$ cat config.mk
export PLATFORM = sky130hd
export DESIGN_NAME = ip_port_rule_table
export DESIGN_NICKNAME = d
export VERILOG_FILES = /design/src/hw/rtl/iprt_pkg.sv /design/src/hw/rtl/ip_port_rule_table.sv /design/src/hw/rtl/iprt_rule_mem.sv /design/src/hw/rtl/iprt_ctrl.sv
export SDC_FILE = /design/constraint.sdc
export NUM_CORES = 1
export LEC_CHECK = 0
export BUFFER_PORTS_ARGS = -buffer_cell sky130_fd_sc_hd__buf_4
export CELL_PAD_IN_SITES_DETAIL_PLACEMENT = 1
export CELL_PAD_IN_SITES_GLOBAL_PLACEMENT = 2
export CORE_UTILIZATION = 49
export DETAILED_ROUTE_END_ITERATION = 16
export PLACE_DENSITY = 0.88
export SLEW_MARGIN = 20
export SYNTH_ARGS = -nofsm -noshare
export SYNTH_HDL_FRONTEND = slang
export SYNTH_SLANG_ARGS = --single-unit
$ cat constraint.sdc
create_clock -name clock -period 10.95 [get_ports clock]
set_clock_uncertainty 0.15 [all_clocks]
set_input_delay 2.19 -clock clock [delete_from_list [all_inputs] [get_ports clock]]
set_output_delay 2.19 -clock clock [all_outputs]
set_load 0.1 [all_outputs]
$ cat src/hw/rtl/iprt_pkg.sv
package iprt_pkg;

   localparam logic [1:0] MODE_LOOKUP = 2'd0;
   localparam logic [1:0] MODE_INSERT = 2'd1;
   localparam logic [1:0] MODE_CLEAR  = 2'd2;

   localparam logic [2:0] STAT_OK      = 3'd0;
   localparam logic [2:0] STAT_DENIED  = 3'd1;
   localparam logic [2:0] STAT_EXISTS  = 3'd2;
   localparam logic [2:0] STAT_INVALID = 3'd3;
   localparam logic [2:0] STAT_FULL    = 3'd4;

   typedef enum logic [1:0] {
      ST_IDLE,
      ST_SCAN,
      ST_APPEND,
      ST_DONE
   } state_type;

   typedef struct packed {
      logic [31:0] addr;
      logic [15:0] port;
   } rule_type;

   typedef struct packed {
      logic       valid;
      logic [2:0] status;
      logic [3:0] hit_index;
   } result_type;

endpackage

$ cat src/hw/rtl/ip_port_rule_table.sv
// Block-list of remote IPv4 address and port rules, held in a MAX_RULES deep
// memory with one read port. Each word is a lookup, an insert or a clear, and
// exactly one response word follows it. A lookup or an insert scans the stored
// rules in order at one memory read per cycle until the first hit; an insert
// that finds none then appends its rule or finds the table full. A new word is
// accepted as soon as the previous one has moved into the response register.
// The rule count bounds every read whose data is used, so the memory needs no
// clearing after reset.
module ip_port_rule_table #(
   parameter int MAX_RULES = 16
) (
   input  logic        clock,
   input  logic        reset,
   input  logic        req_valid,
   output logic        req_ready,
   input  logic [1:0]  req_mode,
   input  logic [31:0] req_remote_ip,
   input  logic [15:0] req_remote_port,
   output logic        rsp_valid,
   input  logic        rsp_ready,
   output logic [2:0]  rsp_status,
   output logic [3:0]  rsp_hit_index
);

   localparam int IDX_W = (MAX_RULES > 1) ? $clog2(MAX_RULES) : 1;
   localparam int CNT_W = IDX_W + 1;

   logic                 rd_en;
   logic [IDX_W-1:0]     rd_addr;
   iprt_pkg::rule_type   rd_data;
   logic                 wr_en;
   logic [IDX_W-1:0]     wr_addr;
   iprt_pkg::rule_type   wr_data;
   iprt_pkg::result_type result;
   logic                 out_free;

   logic       rsp_valid_ff, rsp_valid_in;
   logic [2:0] rsp_status_ff, rsp_status_in;
   logic [3:0] rsp_hit_ff, rsp_hit_in;

   iprt_rule_mem #(
      .MAX_RULES (MAX_RULES),
      .IDX_W     (IDX_W)
   ) u_mem (
      .clock   (clock),
      .wr_en   (wr_en),
      .wr_addr (wr_addr),
      .wr_data (wr_data),
      .rd_en   (rd_en),
      .rd_addr (rd_addr),
      .rd_data (rd_data)
   );

   iprt_ctrl #(
      .MAX_RULES (MAX_RULES),
      .IDX_W     (IDX_W),
      .CNT_W     (CNT_W)
   ) u_ctrl (
      .clock           (clock),
      .reset           (reset),
      .req_valid       (req_valid),
      .req_ready       (req_ready),
      .req_mode        (req_mode),
      .req_remote_ip   (req_remote_ip),
      .req_remote_port (req_remote_port),
      .out_free        (out_free),
      .result          (result),
      .rd_en           (rd_en),
      .rd_addr         (rd_addr),
      .rd_data         (rd_data),
      .wr_en           (wr_en),
      .wr_addr         (wr_addr),
      .wr_data         (wr_data)
   );

   // The response register may be refilled in the cycle its word is taken.
   assign out_free = !rsp_valid_ff || rsp_ready;

   always_comb begin
      rsp_valid_in  = rsp_valid_ff;
      rsp_status_in = rsp_status_ff;
      rsp_hit_in    = rsp_hit_ff;
      if (result.valid) begin
         rsp_valid_in  = 1'b1;
         rsp_status_in = result.status;
         rsp_hit_in    = result.hit_index;
      end else if (rsp_ready) begin
         rsp_valid_in = 1'b0;
      end
   end

   always_ff @(posedge clock) begin
      if (reset) begin
         rsp_valid_ff <= 1'b0;
      end else begin
         rsp_valid_ff <= rsp_valid_in;
      end
      rsp_status_ff <= rsp_status_in;
      rsp_hit_ff    <= rsp_hit_in;
   end

   assign rsp_valid     = rsp_valid_ff;
   assign rsp_status    = rsp_status_ff;
   assign rsp_hit_index = rsp_hit_ff;

endmodule

$ cat src/hw/rtl/iprt_rule_mem.sv
module iprt_rule_mem #(
   parameter int MAX_RULES = 16,
   parameter int IDX_W     = 4
) (
   input  logic                 clock,
   input  logic                 wr_en,
   input  logic [IDX_W-1:0]     wr_addr,
   input  iprt_pkg::rule_type   wr_data,
   input  logic                 rd_en,
   input  logic [IDX_W-1:0]     rd_addr,
   output iprt_pkg::rule_type   rd_data
);

   iprt_pkg::rule_type mem [MAX_RULES];
   iprt_pkg::rule_type rd_data_ff;

   always_ff @(posedge clock) begin
      if (wr_en) begin
         mem[wr_addr] <= wr_data;
      end
      if (rd_en) begin
         rd_data_ff <= mem[rd_addr];
      end
   end

   assign rd_data = rd_data_ff;

endmodule

$ cat src/hw/rtl/iprt_ctrl.sv
module iprt_ctrl #(
   parameter int MAX_RULES = 16,
   parameter int IDX_W     = 4,
   parameter int CNT_W     = 5
) (
   input  logic                  clock,
   input  logic                  reset,
   input  logic                  req_valid,
   output logic                  req_ready,
   input  logic [1:0]            req_mode,
   input  logic [31:0]           req_remote_ip,
   input  logic [15:0]           req_remote_port,
   input  logic                  out_free,
   output iprt_pkg::result_type  result,
   output logic                  rd_en,
   output logic [IDX_W-1:0]      rd_addr,
   input  iprt_pkg::rule_type    rd_data,
   output logic                  wr_en,
   output logic [IDX_W-1:0]      wr_addr,
   output iprt_pkg::rule_type    wr_data
);

   iprt_pkg::state_type state_ff, state_in;
   logic [1:0]       mode_ff, mode_in;
   logic [31:0]      ip_ff, ip_in;
   logic [15:0]      port_ff, port_in;
   logic [IDX_W-1:0] scan_ff, scan_in;
   logic [CNT_W-1:0] count_ff, count_in;
   logic [2:0]       status_ff, status_in;
   logic [3:0]       hit_ff, hit_in;

   logic             hit_now;
   logic             more;
   logic [CNT_W-1:0] next_idx;
   logic             table_full;

   // A zero field in a stored rule is a wildcard; a rule of two zeros never hits.
   function automatic logic rule_hits(iprt_pkg::rule_type r, logic [31:0] ip,
                                      logic [15:0] port);
      logic a_set;
      logic p_set;
      a_set = (r.addr != 32'd0);
      p_set = (r.port != 16'd0);
      return (a_set || p_set) && (!a_set || r.addr == ip) && (!p_set || r.port == port);
   endfunction

   assign hit_now = (mode_ff == iprt_pkg::MODE_LOOKUP) ?
                    rule_hits(rd_data, ip_ff, port_ff) :
                    (rd_data.addr == ip_ff && rd_data.port == port_ff);
   assign next_idx   = CNT_W'(scan_ff) + CNT_W'(1);
   assign more       = (next_idx < count_ff);
   assign table_full = (count_ff >= CNT_W'(MAX_RULES));

   always_comb begin
      state_in = state_ff;
      unique case (state_ff)
         iprt_pkg::ST_IDLE: begin
            if (req_valid) begin
               unique case (req_mode)
                  iprt_pkg::MODE_LOOKUP: begin
                     state_in = (count_ff != '0) ? iprt_pkg::ST_SCAN : iprt_pkg::ST_DONE;
                  end
                  iprt_pkg::MODE_INSERT: begin
                     if (req_remote_ip == 32'd0 && req_remote_port == 16'd0) begin
                        state_in = iprt_pkg::ST_DONE;
                     end else if (count_ff != '0) begin
                        state_in = iprt_pkg::ST_SCAN;
                     end else begin
                        state_in = iprt_pkg::ST_APPEND;
                     end
                  end
                  default: state_in = iprt_pkg::ST_DONE;
               endcase
            end
         end
         iprt_pkg::ST_SCAN: begin
            if (hit_now) begin
               state_in = iprt_pkg::ST_DONE;
            end else if (!more) begin
               state_in = (mode_ff == iprt_pkg::MODE_INSERT) ?
                          iprt_pkg::ST_APPEND : iprt_pkg::ST_DONE;
            end
         end
         iprt_pkg::ST_APPEND: state_in = iprt_pkg::ST_DONE;
         iprt_pkg::ST_DONE: begin
            if (out_free) begin
               state_in = iprt_pkg::ST_IDLE;
            end
         end
         default: state_in = iprt_pkg::ST_IDLE;
      endcase
   end

   always_comb begin
      mode_in   = mode_ff;
      ip_in     = ip_ff;
      port_in   = port_ff;
      scan_in   = scan_ff;
      count_in  = count_ff;
      status_in = status_ff;
      hit_in    = hit_ff;
      rd_en     = 1'b0;
      rd_addr   = '0;
      wr_en     = 1'b0;
      wr_addr   = count_ff[IDX_W-1:0];
      wr_data   = '{addr: ip_ff, port: port_ff};
      req_ready = 1'b0;
      result    = '{valid: 1'b0, status: status_ff, hit_index: hit_ff};
      unique case (state_ff)
         iprt_pkg::ST_IDLE: begin
            req_ready = 1'b1;
            if (req_valid) begin
               mode_in   = req_mode;
               ip_in     = req_remote_ip;
               port_in   = req_remote_port;
               scan_in   = '0;
               status_in = iprt_pkg::STAT_OK;
               hit_in    = 4'd0;
               rd_en     = 1'b1;
               if (req_mode == iprt_pkg::MODE_CLEAR) begin
                  count_in = '0;
               end
               if (req_mode == iprt_pkg::MODE_INSERT && req_remote_ip == 32'd0 &&
                   req_remote_port == 16'd0) begin
                  status_in = iprt_pkg::STAT_INVALID;
               end
            end
         end
         iprt_pkg::ST_SCAN: begin
            if (hit_now) begin
               status_in = (mode_ff == iprt_pkg::MODE_LOOKUP) ?
                           iprt_pkg::STAT_DENIED : iprt_pkg::STAT_EXISTS;
               hit_in    = 4'(scan_ff);
            end else if (more) begin
               scan_in = next_idx[IDX_W-1:0];
               rd_en   = 1'b1;
               rd_addr = next_idx[IDX_W-1:0];
            end
         end
         iprt_pkg::ST_APPEND: begin
            if (table_full) begin
               status_in = iprt_pkg::STAT_FULL;
            end else begin
               wr_en    = 1'b1;
               count_in = count_ff + CNT_W'(1);
            end
         end
         iprt_pkg::ST_DONE: begin
            result.valid = out_free;
         end
         default: begin
         end
      endcase
   end

   always_ff @(posedge clock) begin
      if (reset) begin
         state_ff <= iprt_pkg::ST_IDLE;
         count_ff <= '0;
      end else begin
         state_ff <= state_in;
         count_ff <= count_in;
      end
      mode_ff   <= mode_in;
      ip_ff     <= ip_in;
      port_ff   <= port_in;
      scan_ff   <= scan_in;
      status_ff <= status_in;
      hit_ff    <= hit_in;
   end

endmodule
==> flow_summary_export.csv <==
group,metric,value,unit
route,wl,109,mm
route,vias,22900,
finish,antenna_cells,0,
worst_setup_path,cpMaxStageDelayCell,"a211oi_1",
global_routing,grt_pass1_wl,159,mm
cts,htreeDepth,3,
placement,port_buffers,62,
worst_setup_path,critPathMaxStageDelay,0.82,ns
route,drc,0,
global_routing,track_usage,29.8,%
logic_synthesis,yosysMostFrequentCell,"edfxtp_1",
worst_setup_path,reg2reg_slack,5.75,ns
flow_run,maxCapViolations,0,
logic_synthesis,synth_edf_count,884,
cts,clk_pin_slew,0.06,ns
worst_hold_path,worstHoldStart,"u_ctrl.hit_ff[0]",
placement,gp_congestion,0.824,
finish,final_cell_area,0.0397,mm²
route,wl_per_cell,30.9,µm
pwr,max-vdd-ir-drop,0.255,mV
finish,fin_util,55.5,%
logic_synthesis,ys_warn_count,0,
finish,layout.nets,2590,
worst_hold_path,hold_end,"rsp_hit_index[0]",
worst_setup_path,worstPathMaxFanout,54,
global_routing,gr-total-overflow,0,
worst_setup_path,endpoint_kind,"flip-flop",
floorplan,num_rows,98,
route,drt_iter0_drc,2429,
cts,clock_path_buffers,3,
worst_setup_path,cp_top_family,"simple AND/OR/NAND/NOR gates",
floorplan,core_area,0.0715,mm²
global_routing,grt_pass1_vias,24000,
logic_synthesis,synth_top_area_cell,"edfxtp_1",
finish,syn_to_final_growth,12.3,%
sta,tns,0,ns
worst_setup_path,start_kind,"flip-flop",
route,drt-vias-per-instance,6.46,
worst_setup_path,r2r-end,"u_mem.rd_data[22]",
worst_setup_path,critical_path_class,"reg -> reg",
cts,cts_setup_buffers,0,
pwr,powerDensity,262,mW/mm²
logic_synthesis,syn_nets,2550,
cts,cts_tree,"done",
logic_synthesis,netlist_top_cells_area,"edfxtp_1, nand2_1, a21oi_1, nand3_1, nor2_1",
cts,clk_latency,0.66,ns
logic_synthesis,async_flop_share,0,%
route,drt-pass1-iter-count,5,
placement,dpl.hpwl,57.9,mm
logic_synthesis,ys_types,54,
placement,place_worst_setup_slack,5.92,ns
route,antenna_left,0,
sta,slew_violations,0,
logic_synthesis,synth.cell_area,0.0354,mm²
finish,drive_gt1_share,11.3,%
floorplan,fp.dieArea,0.0733,mm²
floorplan,start_util,49.5,%
floorplan,die_y,271,µm
worst_setup_path,r2r_start,"u_ctrl.port_ff[3]",
logic_synthesis,synth_seq_cells,892,
sta,period_minus_slack,5.20,ns
sta,fin_crit_sh,47.5,%
run_status,outcome,"complete, no violations",
cts,numCtsBuffers,92,
worst_setup_path,critPathBufInv,1,
logic_synthesis,syn-mean-instance-area,14.2,µm²
cts,cts_root_buf,"clkbuf_16",
worst_setup_path,crit_chain,"xnor2_1, nand4_1, nor4_4, nor2_1, or4_2, buf_4, nand3_1, a2111oi_0, a211oi_1",
placement,placed_cell_area,0.0368,mm²
sta,max-slew-margin-rel,17.8,%
sta,rsz0062_at_grt,"no",
logic_synthesis,yosysSeqAreaShare,75.5,%
floorplan,num_io_pins,63,
sta,worst_slew_pin_slew,1.22,ns
sta,setup_ws,5.75,ns
cts,hold_buffers,0,
global_routing,grt_max_degree,79,
worst_setup_path,r2r_cells,9,
logic_synthesis,ys.flop_type,"edfxtp_1",
cts,cts_resized,0,
sta,hold_viol_final,0,
worst_hold_path,min_path_type,"reg -> reg",
finish,fill_cells,6795,
worst_setup_path,required,11.13,ns
sta,whs,0.273,ns
worst_setup_path,cp_data_arrival_time,5.38,ns
logic_synthesis,synth_top_area_share,75.0,%
pwr,leakage,13.2,nW
sta,max_freq,192,MHz
logic_synthesis,syn-instance-count,2483,
global_routing,antenna_found_initial,3,
worst_hold_path,min_delay_path_depth,0,
logic_synthesis,synth_commonest_cells,"edfxtp_1, nand2_1, a21oi_1",
cts,numClockSinks,892,
floorplan,die_w,271,µm
sta,setup_violations,0,
[cells in the final DEF (no fill, tap or decap), types with 41 or more instances in the layout]
master and count:
a21oi_1 226, o21ai_0 92, clkbuf_16 93, nand3_1 139, nand2_1 332, o22ai_1 80
buf_4 105, nor2_1 135, a31oi_1 41, a21o_1 48, edfxtp_1 884, mux2i_1 50
[report_power, final]
group,switching (mW),internal [mW]
clock,1.33,1.79
combinational,2.06,0.713
sequential,0.289,4.23
total,3.68,6.74
[final cells by class]
type / count / area [µm²] / area share (%)
flip-flops and latches: 892 / 26700 / 67.3
clock buffers: 118 / 2440 / 6.15
clock inverters: 47 / 499 / 1.26
well taps: 950 / 1190 / 2.99
repair buffers: 105 / 788 / 1.99
multi-input cells: 1418 / 8030 / 20.2
inverters: 14 / 60.1 / 0.151
[layer usage]
layer,track usage (%),wire [µm]
met1,38.3,42000
met2,50.5,54600
met3,5.00,8620
met4,11.6,4220
met5,0,13
[registers in the layout (all words and copies together) (netlist names)]
| signal | cells |
|---|---|
| u_ctrl.count_ff | 5 |
| u_ctrl.port_ff | 16 |
| u_ctrl.hit_ff | 4 |
| u_ctrl.ip_ff | 32 |
| u_ctrl.status_ff | 3 |
| u_ctrl.state_ff | 2 |
| u_mem.mem | 768 |
| u_ctrl.scan_ff | 4 |
| rsp_valid | 1 |
| u_mem.rd_data | 48 |
| u_ctrl.mode_ff | 2 |
| rsp_hit_index | 4 |
| rsp_status | 3 |
[worst max path at each step]
stage                    endpoint         startpoint  slack (ns)  depth (start not counted)
3_3_place_gp   u_ctrl.state_ff[1]   req_remote_ip[1]        6.09                          9
6_report        u_mem.rd_data[22]  u_ctrl.port_ff[3]        5.75                          9
5_1_grt         u_mem.rd_data[44]  u_ctrl.scan_ff[0]        5.74                         11
4_1_cts         u_mem.rd_data[22]  u_ctrl.port_ff[3]        5.87                          9
3_5_place_dp    u_mem.rd_data[22]  u_ctrl.port_ff[3]        5.92                          9
2_1_floorplan    u_mem.rd_data[0]          req_valid        5.87                          2
[logic make-up (layout without fill, tap and decap cells)]
kind of cell    after synthesis  after routing  synth area share, %
simple gates                718            718                 9.03
buf+inv                     173            284                 2.14
compound gates              577            577                 9.66
flops                       892            892                 75.5
xor+xnor                     52             52                 1.29
mux                          58             58                 1.92
fa+ha+maj                    13             13                0.460
[metrics by stage]
step                cells  power (mW)
detailed placement   3379        7.28
CTS                  3544        10.4
floorplan            2483        6.21
global placement     3379        7.14
finish               3544        10.4
global route         3544        10.7
Note: power is estimated with default switching activity, not from simulation.
